## src/hdl/framed_link_receiver_defines.svh

```systemverilog
// -----------------------------------------------------------------------------
// Framed link receiver assertion macros
// Shared concurrent check forms for the receiver; clocked on clk, off in reset.
// -----------------------------------------------------------------------------
`ifndef FRAMED_LINK_RECEIVER_DEFINES_SVH
`define FRAMED_LINK_RECEIVER_DEFINES_SVH

// Same-cycle implication.
`define FLR_ASSERT_NOW(lbl, ante, cons, msg) \
	lbl: assert property (@(posedge clk) disable iff (!arst_n) (ante) |-> (cons)) \
		else $error(msg);

// Next-cycle implication.
`define FLR_ASSERT_NEXT(lbl, ante, cons, msg) \
	lbl: assert property (@(posedge clk) disable iff (!arst_n) (ante) |=> (cons)) \
		else $error(msg);

`endif

```

## src/hdl/flr_pkg.sv

```systemverilog
// -----------------------------------------------------------------------------
// Framed link receiver package
// Shared types, codes and the byte-wide CRC-32 step.
// -----------------------------------------------------------------------------
package flr_pkg;

	localparam int unsigned HeaderBytes = 5;
	localparam int unsigned CrcBytes    = 4;

	localparam logic [31:0] CrcPoly  = 32'hEDB8_8320;
	localparam logic [31:0] CrcInit  = 32'hFFFF_FFFF;
	localparam logic [15:0] MaxPayloadReset = 16'd1024;

	// Configuration register indexes
	typedef enum logic [1:0] {
		REG_PREAMBLE = 2'd0,
		REG_ESCAPE   = 2'd1,
		REG_MAX_LEN  = 2'd2
	} reg_index_t;

	// Result kinds
	typedef enum logic [1:0] {
		KIND_PAYLOAD  = 2'd0,
		KIND_CRC_GOOD = 2'd1,
		KIND_CRC_BAD  = 2'd2
	} kind_t;

	typedef struct packed {
		logic [31:0] preamble_word;
		logic [7:0]  escape_byte;
		logic [15:0] max_payload;
	} cfg_t;

	typedef struct packed {
		logic        valid;
		kind_t       kind;
		logic [7:0]  payload_byte;
		logic [15:0] frame_flags;
		logic [15:0] frame_length;
	} result_t;

	typedef struct packed {
		logic hunting;
	} status_t;

	// One reflected CRC-32 update over a byte, LSB first.
	function automatic logic [31:0] crc_byte(input logic [31:0] crc, input logic [7:0] b);
		logic [31:0] c;
		c = crc ^ {24'd0, b};
		for (int i = 0; i < 8; i++) begin
			if (c[0]) begin
				c = (c >> 1) ^ CrcPoly;
			end else begin
				c = c >> 1;
			end
		end
		return c;
	endfunction

endpackage

```

## src/hdl/framed_link_receiver.sv

```systemverilog
// -----------------------------------------------------------------------------
// Framed link receiver
// Byte-stuffed frame receiver: preamble hunt, checked header, streamed
// payload and a CRC-32 trailer verdict.
// -----------------------------------------------------------------------------
//  channel   | handshake                   | payload
//  ----------+-----------------------------+-----------------------------------
//  rx        | rx_valid / rx_ready         | rx_byte
//  result    | result_valid / result_ready | result_kind, payload_byte,
//            |                             | frame_flags, frame_length
//  config    | cfg_we (no wait)            | cfg_index, cfg_data
//
//  One word per cycle sustained while no result stall holds it; an accepted word passes
//  the input register, then the frame core into the result register.
//  The byte-wide CRC-32 step and the mode decode sit in the single stage between.
//  Reset clears the mode to hunting, the sync window and the registers to their
//  defaults; no clearing pass is needed.
//  A stalled result holds in its register; words that give no result keep
//  flowing past it, a word that gives one waits in the input register.
// -----------------------------------------------------------------------------
`include "framed_link_receiver_defines.svh"

module framed_link_receiver (
	input  logic        clk,
	input  logic        arst_n,
	// received words
	input  logic        rx_valid,
	output logic        rx_ready,
	input  logic [7:0]  rx_byte,
	// results
	output logic        result_valid,
	input  logic        result_ready,
	output logic [1:0]  result_kind,
	output logic [7:0]  payload_byte,
	output logic [15:0] frame_flags,
	output logic [15:0] frame_length,
	// configuration writes
	input  logic        cfg_we,
	input  logic [1:0]  cfg_index,
	input  logic [31:0] cfg_data
);
	import flr_pkg::*;

	cfg_t    cfg_q;
	result_t res;
	status_t status;

	logic        valid_s1;
	logic [7:0]  byte_s1;
	logic        out_free;
	logic        advance;
	logic        load_out;
	logic        frame_end;

	logic        valid_s2;
	kind_t       kind_s2;
	logic [7:0]  payload_s2;
	logic [15:0] flags_s2;
	logic [15:0] length_s2;

	// Configuration registers; unknown indexes are dropped.
	always_ff @(posedge clk or negedge arst_n) begin
		if (!arst_n) begin
			cfg_q.preamble_word <= 32'd0;
			cfg_q.escape_byte   <= 8'd0;
			cfg_q.max_payload   <= MaxPayloadReset;
		end else if (cfg_we) begin
			unique case (cfg_index)
				REG_PREAMBLE: cfg_q.preamble_word <= cfg_data;
				REG_ESCAPE:   cfg_q.escape_byte   <= cfg_data[7:0];
				REG_MAX_LEN:  cfg_q.max_payload   <= cfg_data[15:0];
				default: ;
			endcase
		end
	end

	// The result register is free when empty or being drained this cycle.
	assign out_free = !valid_s2 || result_ready;
	// Advance the held word unless it makes a result that has nowhere to go.
	assign advance  = valid_s1 && (out_free || !res.valid);
	assign load_out = advance && res.valid;
	assign rx_ready = !valid_s1 || advance;
	// A frame verdict leaves the core this cycle.
	assign frame_end = load_out && (res.kind != KIND_PAYLOAD);

	// Input register
	always_ff @(posedge clk or negedge arst_n) begin
		if (!arst_n) begin
			valid_s1 <= 1'b0;
		end else if (rx_ready) begin
			valid_s1 <= rx_valid;
		end
	end

	always_ff @(posedge clk) begin
		if (rx_ready && rx_valid) begin
			byte_s1 <= rx_byte;
		end
	end

	flr_frame_core u_core (
		.clk     (clk),
		.arst_n  (arst_n),
		.step    (advance),
		.rx_byte (byte_s1),
		.cfg     (cfg_q),
		.res     (res),
		.status  (status)
	);

	// Result register: hold until taken.
	always_ff @(posedge clk or negedge arst_n) begin
		if (!arst_n) begin
			valid_s2 <= 1'b0;
		end else if (load_out) begin
			valid_s2 <= 1'b1;
		end else if (result_ready) begin
			valid_s2 <= 1'b0;
		end
	end

	always_ff @(posedge clk) begin
		if (load_out) begin
			kind_s2    <= res.kind;
			payload_s2 <= res.payload_byte;
			flags_s2   <= res.frame_flags;
			length_s2  <= res.frame_length;
		end
	end

	assign result_valid = valid_s2;
	assign result_kind  = kind_s2;
	assign payload_byte = payload_s2;
	assign frame_flags  = flags_s2;
	assign frame_length = length_s2;

	// A word that makes a result never overwrites one still waiting.
	`FLR_ASSERT_NOW(a_no_overwrite, load_out, out_free, "result overwritten while stalled")
	// A frame verdict always sends the core back to hunting.
	`FLR_ASSERT_NEXT(a_end_hunts, frame_end, status.hunting, "no return to hunting after frame end")
	// Results come only from inside a frame.
	`FLR_ASSERT_NOW(a_no_hunt_result, valid_s1 && status.hunting, !res.valid, "result while hunting")
	// Input back-pressure only with a word held in the input register and a stalled result.
	`FLR_ASSERT_NOW(a_ready_reason, !rx_ready, valid_s1 && valid_s2 && !result_ready, "stray stall")

endmodule

```

## src/hdl/flr_frame_core.sv

```systemverilog
// -----------------------------------------------------------------------------
// Framed link receiver frame core
// Mode state, sync window, header capture, unescape and CRC for one word/step.
// -----------------------------------------------------------------------------
module flr_frame_core (
	input  logic             clk,
	input  logic             arst_n,
	input  logic             step,
	input  logic [7:0]       rx_byte,
	input  flr_pkg::cfg_t    cfg,
	output flr_pkg::result_t res,
	output flr_pkg::status_t status
);
	import flr_pkg::*;

	typedef enum logic [1:0] {
		MODE_HUNT   = 2'd0,
		MODE_HEADER = 2'd1,
		MODE_BODY   = 2'd2
	} mode_t;

	mode_t       mode_q, mode_d;
	logic        esc_q, esc_d;
	logic [31:0] window_q, window_d;
	logic [2:0]  fill_q, fill_d;
	logic [39:0] header_q, header_d;
	logic [16:0] count_q, count_d;
	logic [31:0] crc_q, crc_d;
	logic [31:0] crc_rx_q, crc_rx_d;

	logic        take;
	logic [31:0] crc_upd;
	logic [15:0] hd_flags, hd_len;
	logic [7:0]  hd_check;
	logic [16:0] pos;
	logic [17:0] pos_inc, len_end;

	assign crc_upd = crc_byte(crc_q, rx_byte);
	assign pos     = count_q - 17'(HeaderBytes);
	assign pos_inc = {1'b0, pos} + 18'd1;
	assign len_end = {2'b00, header_q[31:16]} + 18'(CrcBytes);
	assign status.hunting = (mode_q != MODE_HEADER) && (mode_q != MODE_BODY);

	always_comb begin
		mode_d   = mode_q;
		esc_d    = esc_q;
		window_d = window_q;
		fill_d   = fill_q;
		header_d = header_q;
		count_d  = count_q;
		crc_d    = crc_q;
		crc_rx_d = crc_rx_q;
		take     = 1'b0;
		hd_flags = 16'd0;
		hd_len   = 16'd0;
		hd_check = 8'd0;

		res.valid        = 1'b0;
		res.kind         = KIND_PAYLOAD;
		res.payload_byte = 8'd0;
		res.frame_flags  = header_q[15:0];
		res.frame_length = header_q[31:16];

		unique case (mode_q)
			MODE_HEADER, MODE_BODY: begin
				// drop the escape and take the next word literally
				if (esc_q) begin
					esc_d = 1'b0;
					take  = 1'b1;
				end else if (rx_byte == cfg.escape_byte) begin
					esc_d = 1'b1;
				end else begin
					take = 1'b1;
				end

				if (take && mode_q == MODE_HEADER) begin
					for (int i = 0; i < 5; i++) begin
						if (count_q[2:0] == 3'(i)) begin
							header_d[8*i +: 8] = header_q[8*i +: 8] | rx_byte;
						end
					end
					crc_d   = crc_upd;
					count_d = count_q + 17'd1;
					if (count_d == 17'(HeaderBytes)) begin
						hd_flags = header_d[15:0];
						hd_len   = header_d[31:16];
						hd_check = header_d[39:32];
						if (hd_check == (hd_flags[7:0] ^ hd_flags[15:8] ^ hd_len[7:0] ^
								hd_len[15:8]) && hd_len <= cfg.max_payload) begin
							mode_d = MODE_BODY;
						end else begin
							mode_d   = MODE_HUNT;
							window_d = 32'd0;
							fill_d   = 3'd0;
							esc_d    = 1'b0;
							count_d  = 17'd0;
						end
					end
				end else if (take) begin
					count_d = count_q + 17'd1;
					if (pos < {1'b0, header_q[31:16]}) begin
						crc_d            = crc_upd;
						res.valid        = 1'b1;
						res.payload_byte = rx_byte;
					end else begin
						crc_rx_d = {rx_byte, crc_rx_q[31:8]};
						if (pos_inc >= len_end) begin
							res.valid = 1'b1;
							res.kind  = ((crc_q ^ CrcInit) == crc_rx_d) ? KIND_CRC_GOOD
								: KIND_CRC_BAD;
							mode_d   = MODE_HUNT;
							window_d = 32'd0;
							fill_d   = 3'd0;
							esc_d    = 1'b0;
							count_d  = 17'd0;
						end
					end
				end
			end
			default: begin
				// hunting: oldest word lands in the low byte
				window_d = {rx_byte, window_q[31:8]};
				if (fill_q < 3'd4) begin
					fill_d = fill_q + 3'd1;
				end
				if (fill_d >= 3'd4 && window_d == cfg.preamble_word) begin
					mode_d   = MODE_HEADER;
					count_d  = 17'd0;
					esc_d    = 1'b0;
					header_d = 40'd0;
					crc_d    = CrcInit;
					crc_rx_d = 32'd0;
				end
			end
		endcase
	end

	always_ff @(posedge clk or negedge arst_n) begin
		if (!arst_n) begin
			mode_q   <= MODE_HUNT;
			esc_q    <= 1'b0;
			window_q <= 32'd0;
			fill_q   <= 3'd0;
			header_q <= 40'd0;
			count_q  <= 17'd0;
			crc_q    <= CrcInit;
			crc_rx_q <= 32'd0;
		end else if (step) begin
			mode_q   <= mode_d;
			esc_q    <= esc_d;
			window_q <= window_d;
			fill_q   <= fill_d;
			header_q <= header_d;
			count_q  <= count_d;
			crc_q    <= crc_d;
			crc_rx_q <= crc_rx_d;
		end
	end

endmodule

```

## config.mk

```make
export PLATFORM = sky130hd
export DESIGN_NAME = framed_link_receiver
export DESIGN_NICKNAME = d
export VERILOG_FILES = /design/src/hdl/flr_pkg.sv /design/src/hdl/framed_link_receiver.sv /design/src/hdl/flr_frame_core.sv
export VERILOG_INCLUDE_DIRS = /design/src /design/src/hdl
export SDC_FILE = /design/constraint.sdc
export NUM_CORES = 1
export LEC_CHECK = 0
export BUFFER_PORTS_ARGS = -buffer_cell sky130_fd_sc_hd__buf_2
export CAP_MARGIN = 20
export CELL_PAD_IN_SITES_DETAIL_PLACEMENT = 0
export CELL_PAD_IN_SITES_GLOBAL_PLACEMENT = 1
export CORE_ASPECT_RATIO = 2
export CORE_UTILIZATION = 49
export DETAILED_ROUTE_END_ITERATION = 12
export GPL_TIMING_DRIVEN = 1
export PLACE_DENSITY = 0.84
export SLEW_MARGIN = 20
export SYNTH_ARGS = -nofsm -noshare
export SYNTH_HDL_FRONTEND = slang
export SYNTH_SLANG_ARGS = --single-unit
```

## constraint.sdc

```tcl
create_clock -name clk -period 8.3 [get_ports clk]
set_input_delay 0.415 -clock clk [delete_from_list [all_inputs] [get_ports clk]]
set_output_delay 0.415 -clock clk [all_outputs]
set_load 0.01 [all_outputs]
```

# After elaboration in Yosys (flattened, before gate mapping)
# Cells that the tools add are included.
totals:
  regBits: 267
  output_inout_bits: 44
  wordCells: 193
classes:
  n_bitwise: 22
  order_cmp: 5
  add_sub_neg: 5
  reduce_logical: 29
  n_eq_ne: 23
  muxes: 91
ops:
  columns: ["op", "count"]
  rows:
  - ["32-bit two-way mux", 25]
  - ["17-bit two-way mux", 8]
  - ["8-bit two-way mux", 16]
  - ["40-bit two-way mux", 3]
  - ["13-bit NOT with 14-bit output", 8]
  - ["32-bit equality test", 2]
  - ["8-bit OR", 5]
  - ["11-bit two-way mux", 3]
  - ["32-bit NOT", 1]
  - ["32-bit by 8-bit XOR with 32-bit output", 1]
  - ["3-bit two-way mux", 10]
  - ["8-bit XOR", 3]
  - ["2-bit two-way mux", 10]
  - ["17-bit by 1-bit adder with 18-bit output, second input constant", 1]
  - ["18-bit greater-or-equal comparator", 1]
  - ["16-bit by 3-bit adder with 17-bit output, second input constant", 1]
  - ["17-bit by 1-bit adder with 17-bit output, second input constant", 1]
  - ["17-bit by 3-bit equality test with 1-bit output, second input constant", 1]
  - ["17-bit by 16-bit less-than comparator with 1-bit output", 1]
  - ["17-bit by 3-bit subtractor with 17-bit output, second input constant", 1]
  - ["8-bit equality test", 2]
  - ["16-bit <= comparator", 1]
  - ["1-bit two-way mux", 16]
  - ["6-bit AND reduction", 2]
  - ["other kinds (27)", 52]

# Depth between registers and ports, before layout
# Gate-level depths: netlist of run 1.
logic_depth:
  depth_word: 21
  ltp_mapped: 23
  depth_no_buf: 20

# Modules after synthesis
# A second synthesis of run 1 with hierarchy kept.
hier_totals:
  cells_unflattened: 1395
  hier_area_um2: 14443.9
modules_own_cells:
  columns: ["module", "cells_each", "seq_area_each_um2", "instances", "area_per_inst_um2"]
  rows:
  - ["flr_frame_core", 1216, 3618.5, 1, 10751.6]
  - ["framed_link_receiver", 179, 2954.1, 1, 3692.3]

# Least setup slack after synthesis of run 1
# No wires, ideal clock.
synth_timing:
  kind: "reg2reg"
  start: "register u_core.count_q[2]"
  end: "register flags_s2[0] (netlist: frame_flags[0]) (enable)"
  path_buffers: 2
  slack_ps: 2463
  stages_incl_launch_ff: 20
  period_less_slack_ps: 5837
  arrival_time_ps: 5390
  path_cell_list: "dfrtp_1 > clkbuf_1 > clkbuf_1 > inv_1 > ha_1 > and3_1 > o211a_1 > and3_1 > nand2b_1 > nor2_1 > nand2_1 > xnor2_1 > ha_1 > nand4_1 > o41ai_1 > a221oi_1 > o31ai_1 > a31oi_2 > a21oi_1 > nor2b_1"
synth_via:
  elab_chain_cells: 12
  elab_cells_between_ends: 13
  cone_classes: "add/sub (2); order compare (2); mux (5); reduce/logical (4)"
synth_lines:
  columns: ["element", "line", "source"]
  rows:
  - ["start: declaration", "flr_frame_core.sv:27", "logic [16:0] count_q, count_d;"]
  - ["start signal: assignment", "flr_frame_core.sv:154", "count_q <= count_d;"]
  - ["17-bit by 3-bit subtractor with 17-bit output *", "flr_frame_core.sv:39", "assign pos = count_q - 17'(HeaderBytes);"]
  - ["17-bit by 1-bit adder with 18-bit output", "flr_frame_core.sv:40", "assign pos_inc = {1'b0, pos} + 18'd1;"]
  - ["18-bit greater-or-equal comparator", "flr_frame_core.sv:107", "if (pos_inc >= len_end) begin"]
  - ["3-bit two-way mux", "flr_frame_core.sv:107", null]
  - ["1-bit two-way mux *", "flr_frame_core.sv:101", "if (pos < {1'b0, header_q[31:16]}) begin"]
  - ["11-bit two-way mux *", "flr_frame_core.sv:99", "end else if (take) begin"]
  - ["11-bit two-way mux *", "flr_frame_core.sv:76", "if (take && mode_q == MODE_HEADER) begin"]
  - ["11-bit two-way mux *", "flr_frame_core.sv:64", "unique case (mode_q)"]
  - ["1-bit logical NOT", "framed_link_receiver.sv:80", "assign advance = valid_s1 && (out_free || !res.valid);"]
  - ["1-bit logical OR", "framed_link_receiver.sv:80", null]
  - ["1-bit logical AND", "framed_link_receiver.sv:80", null]
  - ["1-bit logical AND *", "framed_link_receiver.sv:81", "assign load_out = advance && res.valid;"]
  - ["via load_out", "framed_link_receiver.sv:52", "logic load_out;"]
  - ["end signal: assignment", "framed_link_receiver.sv:126", "flags_s2 <= res.frame_flags;"]
  - ["end: declaration", "framed_link_receiver.sv:58", "logic [15:0] flags_s2;"]
# The timed path passes the listed nets; every way through them passes the cells marked *.
# A chain may end at the register's enable or synchronous reset.

# Worst setup path in the final report of run 1
layout_timing:
  start: "register u_core.count_q[0]"
  end: "register u_core.window_q[13]"
layout_via:
  elab_chain_cells: 12
  elab_cells_between_ends: 45
  cone_classes: "add/sub (3); order compare (3); eq/ne (10); mux (20); bitwise (3); reduce/logical (6)"
layout_lines:
  columns: ["element", "line", "source"]
  rows:
  - ["17-bit by 3-bit subtractor with 17-bit output", "flr_frame_core.sv:39", null]
  - ["17-bit by 1-bit adder with 18-bit output", "flr_frame_core.sv:40", null]
  - ["18-bit greater-or-equal comparator", "flr_frame_core.sv:107", null]
  - ["3-bit two-way mux", "flr_frame_core.sv:107", null]
  - ["1-bit two-way mux", "flr_frame_core.sv:101", null]
  - ["11-bit two-way mux", "flr_frame_core.sv:99", null]
  - ["11-bit two-way mux", "flr_frame_core.sv:76", null]
  - ["11-bit two-way mux", "flr_frame_core.sv:64", null]
  - ["1-bit logical NOT", "framed_link_receiver.sv:80", null]
  - ["1-bit logical OR", "framed_link_receiver.sv:80", null]
  - ["1-bit logical AND", "framed_link_receiver.sv:80", null]
  - ["6-bit AND reduction (no source line) *", null, null]
  - ["end signal: assignment", "flr_frame_core.sv:151", "window_q <= window_d;"]
  - ["end: declaration", "flr_frame_core.sv:24", "logic [31:0] window_q, window_d;"]
# Mark *: on every way between the ends. The rest lies on a longest branch, timed or not. The select of a mux whose other input is x is not followed.

==> run metrics, run 1 <==
final setup vio count=0; class of the tightest hold or removal check=in2reg; violated checks=DRC; multiplexer fraction of the synthesized cell area=6.75%; power spent charging and discharging nets=715 uW; Data required, critical path=8.69 ns; adder and majority cell fraction of the synthesized area=5.02%; Setup TNS Final=0 ns; top area cells in the synthesized netlist=sky130_fd_sc_hd__dfrtp_1 28%, sky130_fd_sc_hd__edfxtp_1 10%, sky130_fd_sc_hd__xnor2_1 6.3%; power after layout=2760 uW; row count=90; number of flip-flops and latches in the synthesized netlist=between 200 and 300; count of endpoints failing hold in the final timing report=0; average cell area after synthesis=10.1 um2; Post-synth EDFFs=50; number of buffers added for setup after CTS=0; portion of total power attributed to sequential cells=roughly half; I/O pin count=91; cts hold-fix bufs=1; DR vias=11546; Power Internal=2050 uW; clock power share=37.7%; Leakage Power=0.00710 uW; count of routing violations after the opening detailed-route iteration=slightly below 700; clock latency of the later-clocked register in the worst-skew pair=0.54 ns; clock buffer depth=3; Overflow after GRT=0; Num CTS Buffers=23; post-detailed-route wirelength per cell=roughly 23 um; Pwr per Cell Area=169 nW/um2; nature of the critical path startpoint=register; Final Cell Area=16400 um2; Starting Density=49.7%; cells resized by post-CTS repair=0; ratio of cells with drive above 1 in the final layout=a little under a fifth; ratio of final minimum period to clock period=78.7%; total wire length=43.2 mm; number of vias per cell after detailed routing=6.07; fraction of synthesized cell area taken by the top area cell type=between 20% and 30%; number of iterations in the first detailed-routing pass=9; full die area=31200 um2; initial antenna violation count=1; post-route antenna net violation count=0; Final Net Count=1623; Unique masters post-synth=71; final routed DRC violation total=2; clock slew at the register clock pins of the worst setup and hold paths=0.08 ns; cell type contributing the most total cell area after synthesis=sky130_fd_sc_hd__dfrtp_1; height of the die=249 um; biggest cell delay along the critical path=0.84 ns; net count after synthesis=between 1500 and 2000; most numerous cell on the critical path=sky130_fd_sc_hd__ha_1; final antenna diode count=0; wire length of the first global-routing pass=67.1 mm; share of async-settable or async-resettable flops after synthesis=80.1%; x dimension of the die=approximately 130 um; largest family of logic cells by synthesized area=compound AO/OA/AOI/OAI gates; Worst setup EP type=register; Final Slew Violations=0; vias in the first global route=11904; Synth Area in XOR/XNOR=11.7%; root cell of the clock tree=sky130_fd_sc_hd__clkbuf_16; ordered list of cells on the worst path=inv_1 -> ha_1 -> ha_1 -> and3_1 -> o211a_1 -> and3_1 -> nand2b_1 -> xnor2_1 -> ha_1 -> nand4_1 -> a211oi_1 -> a2111oi_0 -> o31ai_1 -> a31oi_2 -> a21o_1 -> and2_1 -> o211a_2 -> o21ai_0; Primary FF master, synth=sky130_fd_sc_hd__dfrtp_1; peak supply drop=0.191 mV; Worst path top cell family by delay=compound AO/OA/AOI/OAI gates; Compound-Gate Fraction of Synth Area=14.1%; Mapped Area=14900 um2; status=complete, but fails checks; setup repair after global routing missed its margin=no; TritonCTS clock tree=built; slew margin rel.=22.7%; pin count of the biggest net entering global routing=80; half-perimeter wire length after detailed placement=32.0 mm; switching share of power=25.9%; post-route clock skew=0.0223 ns; fraction of the yosys area taken by sequential cells=between 40% and 50%; largest fanout on the critical path=29; Max Fclk=~0.15 GHz; count of max-cap constraint violations=0; area of the placeable core=30100 um2; Yosys warnings=0; Final Wtd Congestion=about 0.98; Clock Sink Count=251; GRT Overall Usage=28.2%; transition time of the tightest slew-check pin=about 1.2 ns; area growth from synthesis to layout=9.52%; cell area after placement=15600 um2; Port-buffer cells=90; deepest level of the CTS H-tree=1; Critical-path top delay cell=sky130_fd_sc_hd__and2_1; Final min period=6.53 ns; synthesized netlist cell count=around 1500; worst setup path category=reg2reg; Post-Synth Simple-Gate Area=13.9%; Worst Hold Margin=0.0533 ns; count of buffering cells on the critical path with inverters included=1; combinational group share of total power=12.1%; arrival time of the worst setup path=6.92 ns
## flip-flops by register name, summed over array words and instances (netlist names), 16 cells and up
name             flops
cfg_q               56
u_core.header_q     40
u_core.crc_q        32
u_core.crc_rx_q     24
u_core.window_q     24
u_core.count_q      17
frame_flags         16
frame_length        16
## final timing paths
check,start,end,slack [ns],cells after the start
worst min-delay path,rx_byte[6],byte_s1[6],0.05,1
min in group asynchronous,arst_n,u_core.count_q[15],0.39,2
worst max register to register,u_core.count_q[0],u_core.window_q[13],1.77,18
worst min register to register,u_core.header_q[39],u_core.header_q[39],0.50,2
max in group asynchronous,arst_n,u_core.window_q[24],5.71,4
worst max-delay path,u_core.count_q[0],u_core.window_q[13],1.77,18
## routing by layer
layer / part of all wire, % / global-route usage (%) / up-vias
met1: 34 / 27.7 / 5696
met3: 3.0 / 2.90 / 166
met4: 8.4 / 21.2 / 2
met2: 55 / 53.3 / 323
li1: - / - / 5359
met5: 0.025 / 0 / -
## Yosys cell counts (13+ instances only)
master,n
sky130_fd_sc_hd__dfrtp_1,168
sky130_fd_sc_hd__xnor2_1,108
sky130_fd_sc_hd__a21oi_1,91
sky130_fd_sc_hd__xor2_1,89
sky130_fd_sc_hd__nor2_1,85
sky130_fd_sc_hd__inv_1,78
sky130_fd_sc_hd__clkbuf_1,73
sky130_fd_sc_hd__nand2_1,69
sky130_fd_sc_hd__mux2_2,62
sky130_fd_sc_hd__ha_1,60
sky130_fd_sc_hd__nand4_1,59
sky130_fd_sc_hd__edfxtp_1,50
sky130_fd_sc_hd__o21ai_0,48
sky130_fd_sc_hd__nor2b_1,38
sky130_fd_sc_hd__a41oi_1,34
sky130_fd_sc_hd__dfstp_2,33
sky130_fd_sc_hd__nand3_1,28
sky130_fd_sc_hd__nor3_1,25
sky130_fd_sc_hd__and3_1,22
sky130_fd_sc_hd__a21o_1,21
sky130_fd_sc_hd__mux2_4,20
sky130_fd_sc_hd__a22o_1,19
sky130_fd_sc_hd__o21ai_1,19
sky130_fd_sc_hd__or2_2,13
## final cells by class
class                      instances  area, um2
clock buffer                      32        662
sequential                       251       6570
clock inverter                    10       60.1
multi-input combinational       1052       7710
timing repair buffer             109        604
inverter                          79        297
tap                              368        460
fill                            2678      13700
## cells by family (layout without fill, tap and decap cells)
family	Yosys count	count (layout)
AND/OR/NAND/NOR	396	396
adder cells (fa/ha/maj)	60	60
XOR/XNOR	198	198
flip-flops	251	251
multiplexers	83	83
buffers and inverters	172	230
AO/OA/AOI/OAI	315	315
## power groups by stage
| stage | clock network, uW | logic, uW | registers, uW |
|---|---|---|---|
| after floorplan | 0 | 241 | 1390 |
| final | 1040 | 334 | 1390 |
| after global placement | 0 | 328 | 1410 |
| after global routing | 1110 | 364 | 1400 |
| after detailed placement | 0 | 334 | 1410 |
| after CTS | 1070 | 338 | 1390 |
## stage by stage
step	utilization [%]	std cells	setup WS, ns
2_1_floorplan	-	1475	2.46
3_3_place_gp	52.0	1858	2.09
3_5_place_dp	52.0	1858	1.94
4_1_cts	54.4	1901	1.88
5_1_grt	54.4	1901	1.48
6_report	54.4	1901	1.77
## cell usage in the layout (no fill, tap or decap), types with 9 or more instances in the layout
cell / instances
sky130_fd_sc_hd__a41oi_1: 34
sky130_fd_sc_hd__clkbuf_16: 25
sky130_fd_sc_hd__mux2_4: 20
sky130_fd_sc_hd__o21ai_0: 48
sky130_fd_sc_hd__nor2b_1: 37
sky130_fd_sc_hd__a221oi_1: 9
sky130_fd_sc_hd__a21o_1: 21
sky130_fd_sc_hd__dfstp_2: 33
sky130_fd_sc_hd__nor3_1: 25
sky130_fd_sc_hd__nand3_1: 28
sky130_fd_sc_hd__dfrtp_1: 168
sky130_fd_sc_hd__or2_2: 13
sky130_fd_sc_hd__xnor2_1: 108
sky130_fd_sc_hd__nor2_1: 83
sky130_fd_sc_hd__and3_1: 22
sky130_fd_sc_hd__a22o_1: 19
sky130_fd_sc_hd__a21oi_1: 91
sky130_fd_sc_hd__nor4_1: 12
sky130_fd_sc_hd__buf_4: 18
sky130_fd_sc_hd__and2_1: 12
sky130_fd_sc_hd__buf_2: 89
sky130_fd_sc_hd__ha_1: 59
sky130_fd_sc_hd__inv_1: 78
sky130_fd_sc_hd__xor2_1: 89
sky130_fd_sc_hd__mux2_2: 62
sky130_fd_sc_hd__nand4_1: 59
sky130_fd_sc_hd__edfxtp_1: 50
sky130_fd_sc_hd__o21ai_1: 19
sky130_fd_sc_hd__nand2_1: 68
Power figures use the tool's default switching activity.
==> run 2, diff against run 1 <==
--- a/config.mk
+++ b/config.mk
@@ -11,10 +11,10 @@
 export CELL_PAD_IN_SITES_DETAIL_PLACEMENT = 0
 export CELL_PAD_IN_SITES_GLOBAL_PLACEMENT = 1
 export CORE_ASPECT_RATIO = 2
-export CORE_UTILIZATION = 49
+export CORE_UTILIZATION = 44
 export DETAILED_ROUTE_END_ITERATION = 12
 export GPL_TIMING_DRIVEN = 1
-export PLACE_DENSITY = 0.84
+export PLACE_DENSITY = 0.8
 export SLEW_MARGIN = 20
 export SYNTH_ARGS = -nofsm -noshare
 export SYNTH_HDL_FRONTEND = slang
==> constraint.sdc (replaced) <==
create_clock -name clk -period 6 [get_ports clk]
set_input_delay 0.3 -clock clk [delete_from_list [all_inputs] [get_ports clk]]
set_output_delay 0.3 -clock clk [all_outputs]
set_load 0.01 [all_outputs]
==> run 2 against run 1 <==
The flow now finishes without violations. Final cell count rose by 6.2%. Global-route usage is 2.8 points lower. Highest routed layer is now met4. Critical path depth fell by 2. Core utilization is 3.7 points lower. Via count grew 0.57%. Sequential share of layout area shrank 1.5 points. Wire length is 0.35% higher.
==> run metrics, run 2 (synthesized netlist as in run 1, its figures left out) <==
status=complete, no violations; Starting Density=44.6% (-5.1 points); Final min period=5.51 ns; full die area=34700 um2 (+11%); worst setup path category=reg2out; final antenna diode count=0 (unchanged); row count=95 (+5.6%); Leakage Power=0.00736 uW (+3.7%); deepest level of the CTS H-tree=1 (unchanged); number of inserted filler cells in the final layout=3145 (+17%); ratio of final minimum period to clock period=91.9%; power after layout=4040 uW (+46%); post-route clock skew=0.0249 ns (+0.00259 ns); root cell of the clock tree=sky130_fd_sc_hd__clkbuf_16; Final Net Count=1670 (+2.9%); largest fanout on the critical path=8 (-72%); cells resized by post-CTS repair=0 (unchanged); clock buffer depth=3 (unchanged); TritonCTS clock tree=built; final routed DRC violation total=0 (-2); half-perimeter wire length after detailed placement=32.6 mm (+2.1%); Num CTS Buffers=25 (+8.7%); post-layout instance count excluding filler cells=2018 (+6.2%); Worst setup EP type=output port; ratio of cells with drive above 1 in the final layout=19.7% (+1.1 points); max reg flops=56 (unchanged); initial antenna violation count=0 (-1); Overflow after GRT=0 (unchanged); clock latency of the later-clocked register in the worst-skew pair=0.55 ns (about the same); arrival time of the worst setup path=5.21 ns (-1.71 ns); nature of the critical path startpoint=register; height of the die=263 um (+5.5%); peak supply drop=0.215 mV (+13%); Pwr per Cell Area=238 nW/um2 (+41%); wire length of the first global-routing pass=67.7 mm (+1.0%); count of routing violations after the opening detailed-route iteration=662 (-2.6%); count of max-cap constraint violations=0 (unchanged); total wire length=43.4 mm (+0.35%); number of placed cells counting well taps=1943 (+4.6%); count of endpoints failing hold in the final timing report=0 (unchanged); post-detailed-route wirelength per cell=21.5 um (-5.5%); slew margin rel.=35.9% (+13 points); Data required, critical path=5.70 ns (-2.99 ns); final setup vio count=0 (unchanged); post-route antenna net violation count=0 (unchanged); most common library cell in the layout ignoring fill and taps=sky130_fd_sc_hd__dfrtp_1; area growth from synthesis to layout=13.8%; number of vias per cell after detailed routing=5.75 (-5.3%); number of iterations in the first detailed-routing pass=5 (-4); I/O pin count=91 (unchanged); area of the placeable core=33500 um2 (+11%); Final Wtd Congestion=0.915 (-7.0%); DR vias=11612 (+0.57%); vias in the first global route=12009 (+0.88%); Clock Sink Count=251 (unchanged); x dimension of the die=132 um (+5.4%); Final Slew Violations=0 (unchanged); Setup TNS Final=0 ns (unchanged); setup repair after global routing missed its margin=no; transition time of the tightest slew-check pin=0.954 ns (-0.206 ns); class of the tightest hold or removal check=in2reg; Port-buffer cells=90 (unchanged); Worst Hold Margin=0.0270 ns (-0.0263 ns); Largest Register=cfg_q; GRT Overall Usage=25.4% (-2.8 points); clock slew at the register clock pins of the worst setup and hold paths=0.06 ns (-0.02 ns); Max Fclk=between 0.15 and 0.2 GHz; top flop regs=cfg_q x56, u_core.header_q x40, u_core.crc_q x32; pin count of the biggest net entering global routing=163 (+100%); highest-count cells in the layout ignoring fill and taps=168 x sky130_fd_sc_hd__dfrtp_1, 108 x sky130_fd_sc_hd__xnor2_1, 91 x sky130_fd_sc_hd__a21oi_1, 89 x sky130_fd_sc_hd__xor2_1, 89 x sky130_fd_sc_hd__buf_2
-- run 2: what timing repair did --
| item | 4_1_cts | 5_1_grt |
|---|---|---|
| setup buffers | 0 | 0 |
| hold endpoints to repair | 70 | 0 |
| hold buffers | 29 | 0 |
-- run 2: path summary, 6_finish.rpt --
kind / cells past startpoint / start / slack [ns] / endpoint
min in group asynchronous: 2 / arst_n / 0.25 / u_core.count_q[7]
max reg2reg: 18 / u_core.count_q[0] / 0.69 / u_core.count_q[5]
min: 2 / cfg_data[8] / 0.03 / cfg_q[32]
max: 16 / u_core.count_q[0] / 0.49 / rx_ready
max in group asynchronous: 3 / arst_n / 4.52 / u_core.header_q[26]
min reg2reg: 1 / u_core.mode_q[1] / 0.50 / u_core.mode_q[1]
-- run 2: where the power goes --
part           switching, uW  internal, uW  total, uW
combinational            234           230        464
clock                    701           949       1650
sequential              90.5          1840       1930
-- run 2: worst max-delay path: stages, from the launching register on --
cell and delay [ns]:
sky130_fd_sc_hd__dfrtp_1 0.47, sky130_fd_sc_hd__inv_1 0.20, sky130_fd_sc_hd__ha_1 0.25, sky130_fd_sc_hd__nor2b_1 0.12
sky130_fd_sc_hd__nor3_1 0.61, sky130_fd_sc_hd__nand3_1 0.22, sky130_fd_sc_hd__nor3_1 0.23, sky130_fd_sc_hd__xor2_1 0.31
sky130_fd_sc_hd__ha_1 0.31, sky130_fd_sc_hd__o21a_1 0.12, sky130_fd_sc_hd__o211ai_1 0.23, sky130_fd_sc_hd__a311oi_1 0.10
sky130_fd_sc_hd__nor4_1 0.42, sky130_fd_sc_hd__nand2_1 0.27, sky130_fd_sc_hd__a21oi_1 0.37, sky130_fd_sc_hd__nand2_1 0.25
sky130_fd_sc_hd__buf_2 0.22
-- run 2: cell type report --
type                            instances  area [um2]  area share [%]
Tap cell                              436         546            3.21
Clock buffer                           28         637            3.74
Sequential cell                       251        6570            38.6
Clock inverter                         18         218            1.28
Inverter                               79         297            1.74
Timing Repair Buffer                  154        1040            6.10
Multi-Input combinational cell       1052        7700            45.3
-- run 2: per-layer routing --
metal  vias to the layer above  routed length [um]  GRT usage (%)
li1                       5449                   -              -
met1                      5758               15000           25.2
met2                       284               24500           50.1
met3                       121                1220           1.99
met4                         0                2700           15.2
met5                         -                   0              0
-- run 2: per-stage QoR --
stage               util [%]  worst slack [ns]  cell area (um2)
floorplan                  -             0.163            14900
global placement        47.3             0.739            15900
detailed placement      47.3             0.672            15900
CTS                     50.7             0.434            17000
global route            50.7            0.0388            17000
finish                  50.7             0.486            17000
